$ cat config.mk
export PLATFORM = sky130hd
export DESIGN_NAME = frp_parser_flat
export DESIGN_NICKNAME = d
export VERILOG_FILES = /design/src/rtl/frp_pkg.sv /design/src/rtl/frp_ifs.sv /design/src/rtl/frp_parser.sv /design/src/flat_wrapper.sv
export SDC_FILE = /design/constraint.sdc
export NUM_CORES = 1
export LEC_CHECK = 0
export ABC_AREA = 1
export BUFFER_PORTS_ARGS = -buffer_cell sky130_fd_sc_hd__clkbuf_2
export CAP_MARGIN = 15
export CORE_MARGIN = 4
export CORE_UTILIZATION = 35
export CTS_BUF_LIST = sky130_fd_sc_hd__clkbuf_2 sky130_fd_sc_hd__clkbuf_4 sky130_fd_sc_hd__clkbuf_8
export CTS_CLUSTER_SIZE = 25
export DETAILED_ROUTE_END_ITERATION = 10
export SLEW_MARGIN = 20
export SYNTH_ARGS = -nofsm -noshare
export SYNTH_HDL_FRONTEND = slang
export SYNTH_SLANG_ARGS = --single-unit
export TNS_END_PERCENT = 10
$ cat constraint.sdc
create_clock -name clk -period 5.2 [get_ports clk]
set_clock_uncertainty 0.1 [all_clocks]
set_input_delay 1.3 -clock clk [delete_from_list [all_inputs] [get_ports clk]]
set_output_delay 1.3 -clock clk [all_outputs]
set_load 0.005 [all_outputs]
$ cat src/rtl/frp_pkg.sv
// Package for the FASTA record parser: byte codes, phase and result-kind codes,
// description counter sizing and the result record type.
// No dependencies; every other file of the block imports it.
package frp_pkg;

  localparam int LEN_W = 32;
  localparam int DESC_MAX = 256;
  localparam int DESC_CW = $clog2(DESC_MAX + 2);
  localparam logic [DESC_CW-1:0] DESC_LIM = DESC_CW'(DESC_MAX);
  localparam logic [DESC_CW-1:0] DESC_SAT = DESC_CW'(DESC_MAX + 1);

  localparam logic [7:0] CH_START = 8'h3E;
  localparam logic [7:0] CH_NEWLINE = 8'h0A;

  localparam logic [1:0] PH_EXPECT = 2'd0;
  localparam logic [1:0] PH_DESC = 2'd1;
  localparam logic [1:0] PH_SEQ = 2'd2;
  localparam logic [1:0] PH_ERROR = 2'd3;

  localparam logic [2:0] K_DESC_BYTE = 3'd0;
  localparam logic [2:0] K_DESC_END = 3'd1;
  localparam logic [2:0] K_RESIDUE = 3'd2;
  localparam logic [2:0] K_RECORD_END = 3'd3;
  localparam logic [2:0] K_STREAM_END = 3'd4;
  localparam logic [2:0] K_ERROR = 3'd5;

  localparam logic [1:0] ERR_NONE = 2'd0;
  localparam logic [1:0] ERR_NO_START = 2'd1;
  localparam logic [1:0] ERR_EOS_IN_DESC = 2'd2;

  localparam int QDEPTH = 4;
  localparam int QPTR_W = $clog2(QDEPTH);
  localparam int QCNT_W = $clog2(QDEPTH + 1);

  typedef struct packed {
    logic [2:0]       kind;
    logic [7:0]       out_byte;
    logic [LEN_W-1:0] length;
    logic             desc_truncated;
    logic [1:0]       error_code;
    logic             last;
  } frp_result_t;

  typedef struct packed {
    logic [1:0]  n;
    frp_result_t res0;
    frp_result_t res1;
  } frp_push_t;

endpackage

$ cat src/rtl/frp_ifs.sv
// Channel interfaces of the FASTA record parser: input bytes and result records.
// Depends on frp_pkg for the field widths.
interface frp_in_if;
  logic       valid;
  logic       ready;
  logic [7:0] data_byte;
  logic       end_of_stream;

  modport source (output valid, output data_byte, output end_of_stream, input ready);
  modport sink (input valid, input data_byte, input end_of_stream, output ready);
endinterface


$ cat src/rtl/frp_parser.sv
// Input register, parse state and the combinational step that turns one byte
// into zero, one or two result records. Depends on frp_pkg and frp_in_if.
module frp_parser import frp_pkg::*; (
  input  logic       clk,
  input  logic       rst_n,
  frp_in_if.sink     in_ch,
  input  logic       space_ok,
  output frp_push_t  push
);

  logic               in_valid_r;
  logic [7:0]         in_byte_r;
  logic               in_eos_r;
  logic [1:0]         phase_r, phase_nxt;
  logic [DESC_CW-1:0] desc_count_r, desc_count_nxt;
  logic [LEN_W-1:0]   residue_count_r, residue_count_nxt;
  logic [1:0]         err_code_r, err_code_nxt;
  logic               adv;
  logic [1:0]         n;
  frp_result_t        r0, r1;
  logic [DESC_CW-1:0] desc_inc;
  logic [DESC_CW-1:0] stored;

  assign adv = in_valid_r && space_ok;
  assign in_ch.ready = !in_valid_r || adv;

  always_ff @(posedge clk) begin
    if (!rst_n) begin
      in_valid_r <= 1'b0;
    end else if (in_ch.ready) begin
      in_valid_r <= in_ch.valid;
    end
    if (in_ch.valid && in_ch.ready) begin
      in_byte_r <= in_ch.data_byte;
      in_eos_r  <= in_ch.end_of_stream;
    end
  end

  assign desc_inc = (desc_count_r == DESC_SAT) ? desc_count_r : desc_count_r + 1'b1;
  assign stored = (desc_count_r > DESC_LIM) ? DESC_LIM : desc_count_r;

  always_comb begin
    phase_nxt = phase_r;
    desc_count_nxt = desc_count_r;
    residue_count_nxt = residue_count_r;
    err_code_nxt = err_code_r;
    n = 2'd0;
    r0 = '0;
    r1 = '0;
    case (phase_r)
      PH_EXPECT: begin
        n = 2'd1;
        if (in_eos_r) begin
          r0.kind = K_STREAM_END;
        end else if (in_byte_r == CH_START) begin
          desc_count_nxt = DESC_CW'(1);
          phase_nxt = PH_DESC;
          r0.kind = K_DESC_BYTE;
          r0.out_byte = in_byte_r;
        end else begin
          err_code_nxt = ERR_NO_START;
          phase_nxt = PH_ERROR;
          r0.kind = K_ERROR;
          r0.error_code = ERR_NO_START;
        end
      end
      PH_DESC: begin
        if (in_eos_r) begin
          n = 2'd1;
          err_code_nxt = ERR_EOS_IN_DESC;
          phase_nxt = PH_ERROR;
          r0.kind = K_ERROR;
          r0.error_code = ERR_EOS_IN_DESC;
        end else if (in_byte_r == CH_NEWLINE) begin
          n = 2'd1;
          residue_count_nxt = '0;
          phase_nxt = PH_SEQ;
          r0.kind = K_DESC_END;
          r0.length = {{(LEN_W-DESC_CW){1'b0}}, stored};
          r0.desc_truncated = desc_count_r > DESC_LIM;
        end else begin
          desc_count_nxt = desc_inc;
          if (desc_inc <= DESC_LIM) begin
            n = 2'd1;
            r0.kind = K_DESC_BYTE;
            r0.out_byte = in_byte_r;
          end
        end
      end
      PH_SEQ: begin
        if (in_eos_r) begin
          n = 2'd2;
          r0.kind = K_RECORD_END;
          r0.length = residue_count_r;
          r1.kind = K_STREAM_END;
          residue_count_nxt = '0;
          desc_count_nxt = '0;
          phase_nxt = PH_EXPECT;
        end else if (in_byte_r == CH_START) begin
          n = 2'd2;
          r0.kind = K_RECORD_END;
          r0.length = residue_count_r;
          r1.kind = K_DESC_BYTE;
          r1.out_byte = in_byte_r;
          residue_count_nxt = '0;
          desc_count_nxt = DESC_CW'(1);
          phase_nxt = PH_DESC;
        end else if (!(in_byte_r inside {8'h20, [8'h09:8'h0D]})) begin
          n = 2'd1;
          residue_count_nxt = (&residue_count_r) ? residue_count_r
                                                 : residue_count_r + 1'b1;
          r0.kind = K_RESIDUE;
          r0.out_byte = in_byte_r;
        end
      end
      default: begin
        n = 2'd1;
        r0.kind = K_ERROR;
        r0.error_code = err_code_r;
      end
    endcase
    r0.last = (n == 2'd1);
    r1.last = 1'b1;
  end

  always_ff @(posedge clk) begin
    if (!rst_n) begin
      phase_r <= PH_EXPECT;
      desc_count_r <= '0;
      residue_count_r <= '0;
      err_code_r <= ERR_NONE;
    end else if (adv) begin
      phase_r <= phase_nxt;
      desc_count_r <= desc_count_nxt;
      residue_count_r <= residue_count_nxt;
      err_code_r <= err_code_nxt;
    end
  end

  assign push.n = adv ? n : 2'd0;
  assign push.res0 = r0;
  assign push.res1 = r1;

endmodule

$ cat src/flat_wrapper.sv
// flat-port wrapper written by rule: the top's interface ports become plain ports
module frp_parser_flat import frp_pkg::*;
  (clk, rst_n, space_ok, push, in_ch_valid, in_ch_data_byte, in_ch_end_of_stream, in_ch_ready);
  frp_in_if in_ch_i ();
  input  logic clk;
  input  logic rst_n;
  input  logic space_ok;
  output frp_push_t push;
  input wire logic [$bits(in_ch_i.valid)-1:0] in_ch_valid;
  input wire logic [$bits(in_ch_i.data_byte)-1:0] in_ch_data_byte;
  input wire logic [$bits(in_ch_i.end_of_stream)-1:0] in_ch_end_of_stream;
  output wire logic [$bits(in_ch_i.ready)-1:0] in_ch_ready;
  assign in_ch_i.valid = in_ch_valid;
  assign in_ch_i.data_byte = in_ch_data_byte;
  assign in_ch_i.end_of_stream = in_ch_end_of_stream;
  assign in_ch_ready = in_ch_i.ready;
  frp_parser u_core (.clk(clk), .rst_n(rst_n), .in_ch(in_ch_i), .space_ok(space_ok), .push(push));
endmodule
==> results.json, run 1 <==
{
  "fmax_mhz": 241,
  "ys_seq_area_frac": 0.274,
  "arrival_ns": 2.75,
  "die-area_sq_mm": 0.0143,
  "synth_area_leaders": "dfxtp_1 21%, nand2_1 15%, nor2_1 9.2%",
  "max-vdd-ir-drop_mv": 0.136,
  "nets": 790,
  "synth_fa_ha_area_frac": 0.0230,
  "cts_max_path_buffers": 2,
  "synth_area_sq_mm": 0.00435,
  "status": "complete, no violations",
  "synthTopCellsByCount": "170 x nand2_1, 107 x nor2_1, 88 x inv_1, 63 x nand3_1, 46 x dfxtp_1",
  "antenna_found_initial": 0,
  "relSlewSlack": 0.469,
  "timing.hold.ws_ns": 0.379,
  "clock_latency_ns": 0.35,
  "hold_viol": 0,
  "dp_hpwl_mm": 9.33,
  "drive_gt1_frac": 0.149,
  "initial_core_util": 0.360,
  "cts-root-buf": "clkbuf_8",
  "crit_required_ns": 3.80,
  "stdcell_count": 938,
  "synth_top_area_cell": "dfxtp_1",
  "worstMarginPinSlew_ns": 0.797,
  "setup.worst_path.start_class": "flop",
  "syn_area_per_cell_sq_um": 6.12,
  "min_period_ns": 4.15,
  "power.total_mw": 0.798,
  "ys_ff_latch": 55,
  "finalSetupViolCount": 0,
  "totalWireLength_mm": 12.1,
  "vias": 4457,
  "port_buffers": 68,
  "setup.worst_path.end_class": "primary output",
  "path_max_fanout": 12,
  "grt_remaining_overflow": 0,
  "r2r-start": "u_core.phase_r[0]",
  "gp_congestion": 0.894,
  "grt_pass1_vias": 4022,
  "synth_enable_flop_cells": 9,
  "r2r_cells": 10,
  "yosys.cell_count.top_type": "nand2_1",
  "ios": 110,
  "cts_num_sinks": 55,
  "synth.distinct_cells": 35,
  "drt_iter0_markers": 337,
  "leakage_nw": 1.95,
  "synth_top_family_by_area": "simple AND/OR/NAND/NOR gates",
  "cts_hold_buf": 0,
  "drcViolationCount": 0,
  "report.final.slew_viol_count": 0,
  "rsz0062_at_grt": "false",
  "vias_per_cell": 4.75,
  "path_clk_slew_ns": 0.12,
  "synth-compound-area-share": 0.111,
  "finalCritPeriodShare": 0.798,
  "cts_tree": "built",
  "yosysWarnings": 0,
  "track_usage": 0.171,
  "dp.cells": 930,
  "antenna_cells": 0,
  "drv_cap": 0,
  "cellPowerDensity_mw_per_mm2": 168,
  "die_w_um": 120,
  "die_h_um": 120,
  "rr_endpoint": "u_core.residue_count_r[2]",
  "numCtsBuffers": 5,
  "synth-simple-area-share": 0.401,
  "final_core_util": 0.392,
  "critPathLaunch": "u_core.phase_r[0]",
  "async_reset_ff_frac": 0,
  "wl_per_cell_um": 12.9,
  "syn_to_final_growth_pct": 8.94,
  "fp-row-count": 40,
  "synthMuxAreaShare": 0,
  "tns_ns": 0,
  "cts_resized": 0,
  "grt_max_degree": 37,
  "reg2reg_slack_ns": 2.61,
  "yosysTopAreaCellShare": 0.211,
  "fill_cells": 1400,
  "first_pass_iters": 7,
  "worstSetupEndpoint": "push[88]",
  "core-area_sq_mm": 0.0121,
  "synth-xor-area-share": 0.0101,
  "holdCritPathClass": "flop to flop",
  "grt_pass1_wl_mm": 20.0,
  "min_from": "u_core.err_code_r[1]",
  "synthCells": 711,
  "synth_ff_type": "dfxtp_1",
  "path_class": "flop to primary output",
  "cts_max_level": 2,
  "cts_setup_buffers": 0,
  "antenna_left": 0
}
==> routing by layer <==
metal | track usage | vias to the layer above | wire length, um
li1 | - | 2305 | -
met1 | 0.235 | 2015 | 5760
met5 | 0 | - | 0
met2 | 0.273 | 124 | 5490
met3 | 0.0358 | 13 | 622
met4 | 0.0451 | 0 | 195
==> registers in the layout (all words and copies together), names as in the netlist <==
register and count:
u_core.in_eos_r 1, u_core.in_valid_r 1, u_core.residue_count_r 32, u_core.desc_count_r 9, u_core.phase_r 2, u_core.in_byte_r 8, u_core.err_code_r 2
==> cell families (layout without fill, tap and decap cells) <==
| logic type | after synthesis | in the layout |
|---|---|---|
| other | 2 | 41 |
| flip-flops | 55 | 55 |
| AO/OA/AOI/OAI | 84 | 84 |
| AND/OR/NAND/NOR | 404 | 404 |
| adder cells (fa/ha/maj) | 8 | 8 |
| buffers and inverters | 153 | 173 |
| XOR/XNOR | 5 | 5 |
==> report_power, final <==
group / leakage [nW] / total [mW] / switching [mW] / internal [mW]
sequential: 0.458 / 0.448 / 0.00792 / 0.440
combinational: 1.45 / 0.0835 / 0.0602 / 0.0233
clock: 0.0443 / 0.267 / 0.170 / 0.0969
==> stage by stage <==
step	cell area, sq um	setup WS [ns]
2_1_floorplan	4500	2.20
3_3_place_gp	4650	1.44
6_report	4740	1.05
3_5_place_dp	4650	1.46
4_1_cts	4740	1.05
5_1_grt	4740	0.697
==> how the worst min path moves through the flow <==
stage	end	slack [ns]	cells after the start
floorplan	u_core.err_code_r[1]	0.34	2
global placement	u_core.err_code_r[0]	0.36	2
detailed placement	u_core.err_code_r[0]	0.36	2
CTS	u_core.err_code_r[0]	0.38	2
global route	u_core.err_code_r[1]	0.42	2
finish	u_core.err_code_r[1]	0.38	2
==> cell usage in the layout (no fill, tap or decap), types with 2 or more instances in the layout <==
cell type,netlist,final
a211oi_1,4,4
nand2_1,170,170
nor2_1,107,107
nand4_1,13,13
nor3_1,27,27
conb_1,2,41
inv_2,6,6
nand3_1,63,63
clkbuf_8,0,5
clkbuf_2,0,68
a21oi_2,9,9
dfxtp_1,46,46
clkinv_4,0,2
o211ai_1,2,2
o22ai_1,6,6
edfxtp_1,9,9
buf_4,41,2
xor2_1,5,5
a21oi_1,42,42
ha_1,8,8
nor2_4,3,3
nor2_2,5,5
o21ai_0,19,19
nand2_4,2,2
nand2_2,10,10
inv_1,88,88
==> worst max-delay path, stage by stage, from the launching register on <==
cell and delay, ns:
dfxtp_1 0.34, inv_1 0.10, ha_1 0.35, inv_1 0.29, nor2_1 0.20, nand2_1 0.17
nor2_1 0.33, inv_1 0.13, o21ai_0 0.16, inv_1 0.05, a21oi_1 0.15, clkbuf_2 0.13
==> cell type report <==
cell class / count / area [sq um] / share of cell area
well taps: 168 / 210 / 0.0443
clock inverters: 3 / 25.0 / 0.00528
clock buffers: 5 / 68.8 / 0.0145
flip-flops and latches: 55 / 1190 / 0.251
inverters: 95 / 364 / 0.0768
multi-input cells: 542 / 2530 / 0.533
repair buffers: 70 / 355 / 0.0749
Note: power is estimated with default switching activity, not from simulation.
==> run 2: changes to the inputs <==
--- a/config.mk
+++ b/config.mk
@@ -5,7 +5,7 @@
 export SDC_FILE = /design/constraint.sdc
 export NUM_CORES = 1
 export LEC_CHECK = 0
-export ABC_AREA = 1
+export ABC_AREA = 0
 export BUFFER_PORTS_ARGS = -buffer_cell sky130_fd_sc_hd__clkbuf_2
 export CAP_MARGIN = 15
 export CORE_MARGIN = 4
==> constraint.sdc (replaced) <==
create_clock -name clk -period 3.4 [get_ports clk]
set_clock_uncertainty 0.1 [all_clocks]
set_input_delay 0.85 -clock clk [delete_from_list [all_inputs] [get_ports clk]]
set_output_delay 0.85 -clock clk [all_outputs]
set_load 0.005 [all_outputs]
==> run 2 against run 1 <==
Sequential power is 53% higher. First-iteration DRC count down 20%. Synthesized cell count shrank 30%. Synthesized area decreased by 11%. Routed wire length decreased by 14%. Clock-buffer cell count rose by 1. Highest routed layer unchanged.
==> results.json, run 2 <==
{
  "rsz0062_at_grt": "true",
  "drive_gt1_frac": 0.237,
  "fmax_mhz": 296,
  "critPathLaunch": "u_core.desc_count_r[4]",
  "rr_endpoint": "u_core.residue_count_r[20]",
  "arrival_ns": 2.42,
  "drcViolationCount": 0,
  "r2r_cells": 7,
  "antenna_left": 0,
  "dp_hpwl_mm": 7.68,
  "max-vdd-ir-drop_mv": 0.166,
  "reg2reg_slack_ns": 0.46,
  "drt_iter0_markers": 270,
  "leakage_nw": 1.77,
  "setup_slack_ns": 0.0272,
  "path_class": "flop to primary output",
  "holdCritPathClass": "flop to flop",
  "yosysTopAreaCellShare": 0.238,
  "die_w_um": 113,
  "dp_slack_ns": 0.185,
  "r2r-start": "u_core.in_byte_r[0]",
  "cts_num_sinks": 55,
  "die-area_sq_mm": 0.0128,
  "synth_enable_flop_cells": 9,
  "path_clk_slew_ns": 0.09,
  "wl_per_cell_um": 14.6,
  "grt_pass1_vias": 3458,
  "timing.hold.ws_ns": 0.376,
  "synth_area_sq_mm": 0.00387,
  "yosys.cell_count.top_type": "nand2_1",
  "synth_top_area_cell": "dfxtp_1",
  "relSlewSlack": 0.525,
  "grt_pass1_wl_mm": 16.8,
  "nets": 590,
  "antenna_found_initial": 0,
  "crit_required_ns": 2.45,
  "top_regs": "u_core.residue_count_r x32, u_core.desc_count_r x9, u_core.in_byte_r x8",
  "slowest_stage": "dfxtp_2",
  "ys_ff_latch": 55,
  "async_reset_ff_frac": 0,
  "crit_chain": "nor4_4 -> nand4_1 -> mux2i_1 -> o31ai_1 -> buf_4 -> a21oi_1 -> nor3b_2 -> clkbuf_2",
  "cts_hold_buf": 0,
  "antenna_cells": 0,
  "min_period_ns": 3.37,
  "first_pass_iters": 5,
  "port_buffers": 68,
  "setup.worst_path.end_class": "primary output",
  "clock_latency_ns": 0.32,
  "synth_area_leaders": "dfxtp_1 24%, buf_4 8.0%, edfxtp_1 7.0%",
  "syn_to_final_growth_pct": 16.5,
  "final_core_util": 0.416,
  "cts-root-buf": "clkbuf_8",
  "finalCritPeriodShare": 0.992,
  "gp_congestion": 0.825,
  "ys_seq_area_frac": 0.308,
  "grt_max_degree": 30,
  "largest_reg_flops": 32,
  "cellPowerDensity_mw_per_mm2": 264,
  "worstMarginPinSlew_ns": 0.707,
  "drv_cap": 0,
  "initial_core_util": 0.357,
  "track_usage": 0.155,
  "largest_register": "u_core.residue_count_r",
  "synthTopCellsByCount": "51 x nand2_1, 46 x dfxtp_1, 41 x buf_4, 33 x a21oi_1, 32 x nor2_1",
  "cts_tree": "built",
  "die_h_um": 113,
  "path_max_fanout": 6,
  "synthCells": 499,
  "yosysWarnings": 0,
  "synth_ff_type": "dfxtp_1",
  "ios": 110,
  "final_cell_area_sq_mm": 0.00451,
  "numCtsBuffers": 5,
  "totalWireLength_mm": 10.4,
  "syn_area_per_cell_sq_um": 7.76,
  "cts_max_path_buffers": 2,
  "hold_viol": 0,
  "vias_per_cell": 5.33,
  "synth.distinct_cells": 61,
  "status": "complete, no violations",
  "worstSetupEndpoint": "push[85]",
  "core-area_sq_mm": 0.0108,
  "vias": 3779,
  "finalSetupViolCount": 0,
  "cts_max_level": 2,
  "slowest_delay_ns": 0.36,
  "fill_cells": 1095,
  "postPlaceCellArea_sq_mm": 0.00427,
  "layout_common_cells": "68 x clkbuf_2, 50 x nand2_1, 41 x conb_1, 41 x dfxtp_1",
  "grt_remaining_overflow": 0,
  "final_common_cell": "clkbuf_2",
  "fp-row-count": 38,
  "report.final.slew_viol_count": 0,
  "setup.worst_path.start_class": "flop"
}
==> run 2: changes by cell type after synthesis, sizes merged, moves of 18 or more <==
cell   change
and2      +27
a21oi     -18
nor2      -83
nand2    -131
inv       -81
nand3     -45
==> run 2: cell type report <==
| class | instances | area, sq um | share of cell area |
|---|---|---|---|
| clock inverters | 1 | 5.00 | 0.00111 |
| well taps | 140 | 175 | 0.0389 |
| repair buffers | 88 | 503 | 0.112 |
| inverters | 14 | 52.6 | 0.0117 |
| clock buffers | 6 | 82.6 | 0.0183 |
| multi-input cells | 405 | 2490 | 0.552 |
| flip-flops and latches | 55 | 1200 | 0.267 |
==> run 2: worst min path at each step <==
stage | startpoint | end | slack (ns) | cells after the start
floorplan | u_core.err_code_r[0] | u_core.err_code_r[0] | 0.34 | 2
global placement | u_core.err_code_r[0] | u_core.err_code_r[0] | 0.34 | 2
detailed placement | u_core.err_code_r[0] | u_core.err_code_r[0] | 0.36 | 2
CTS | u_core.err_code_r[0] | u_core.err_code_r[0] | 0.37 | 2
global route | u_core.err_code_r[0] | u_core.err_code_r[0] | 0.39 | 2
finish | u_core.err_code_r[0] | u_core.err_code_r[0] | 0.38 | 2
==> run 2: what timing repair did <==
item / CTS / global route
setup endpoints to repair: 9 / 42
resized for setup: 8 / 21
pin swaps: 3 / 4
setup buffers: 3 / 2
cloned: 0 / 0
==> run 2: routing by layer <==
layer,vias up,global-route usage,part of all wire
met5,-,0,0
li1,1871,-,-
met2,145,0.256,0.47
met3,8,0.0358,0.072
met1,1755,0.211,0.46
met4,0,0.0240,0.0064
==> run 2: logic make-up (layout without fill, tap and decap cells) <==
logic type | Yosys count | in the layout | share of synthesized area
AO/OA/AOI/OAI | 114 | 114 | 0.193
XOR/XNOR | 2 | 2 | 0.00453
adder cells (fa/ha/maj) | 8 | 8 | 0.0259
buffers and inverters | 78 | 109 | 0.117
flip-flops | 55 | 55 | 0.308
multiplexers | 4 | 4 | 0.0103
other | 2 | 41 | 0.00194
AND/OR/NAND/NOR | 236 | 236 | 0.340
==> run 2: stage by stage <==
stage          power, mW  TNS (ns)  std cells
2_1_floorplan      0.804         0        538
3_3_place_gp       0.811         0        697
3_5_place_dp       0.813         0        697
4_1_cts             1.20         0        707
5_1_grt             1.25    -0.221        709
6_report            1.19         0        709
==> run 2: critical path, delay by kind of cell (launching register included) <==
kind / cells / cell delay (ns)
simple gates: 3 / 0.80
compound gates: 2 / 0.41
flops: 1 / 0.36
buf+inv: 2 / 0.35
mux: 1 / 0.18
==> run 2: power by group <==
part | internal [mW] | switching, mW | total (mW) | leakage (nW)
Clock | 0.161 | 0.223 | 0.384 | 0.0470
Sequential | 0.670 | 0.0138 | 0.684 | 0.461
Combinational | 0.0451 | 0.0773 | 0.122 | 1.26
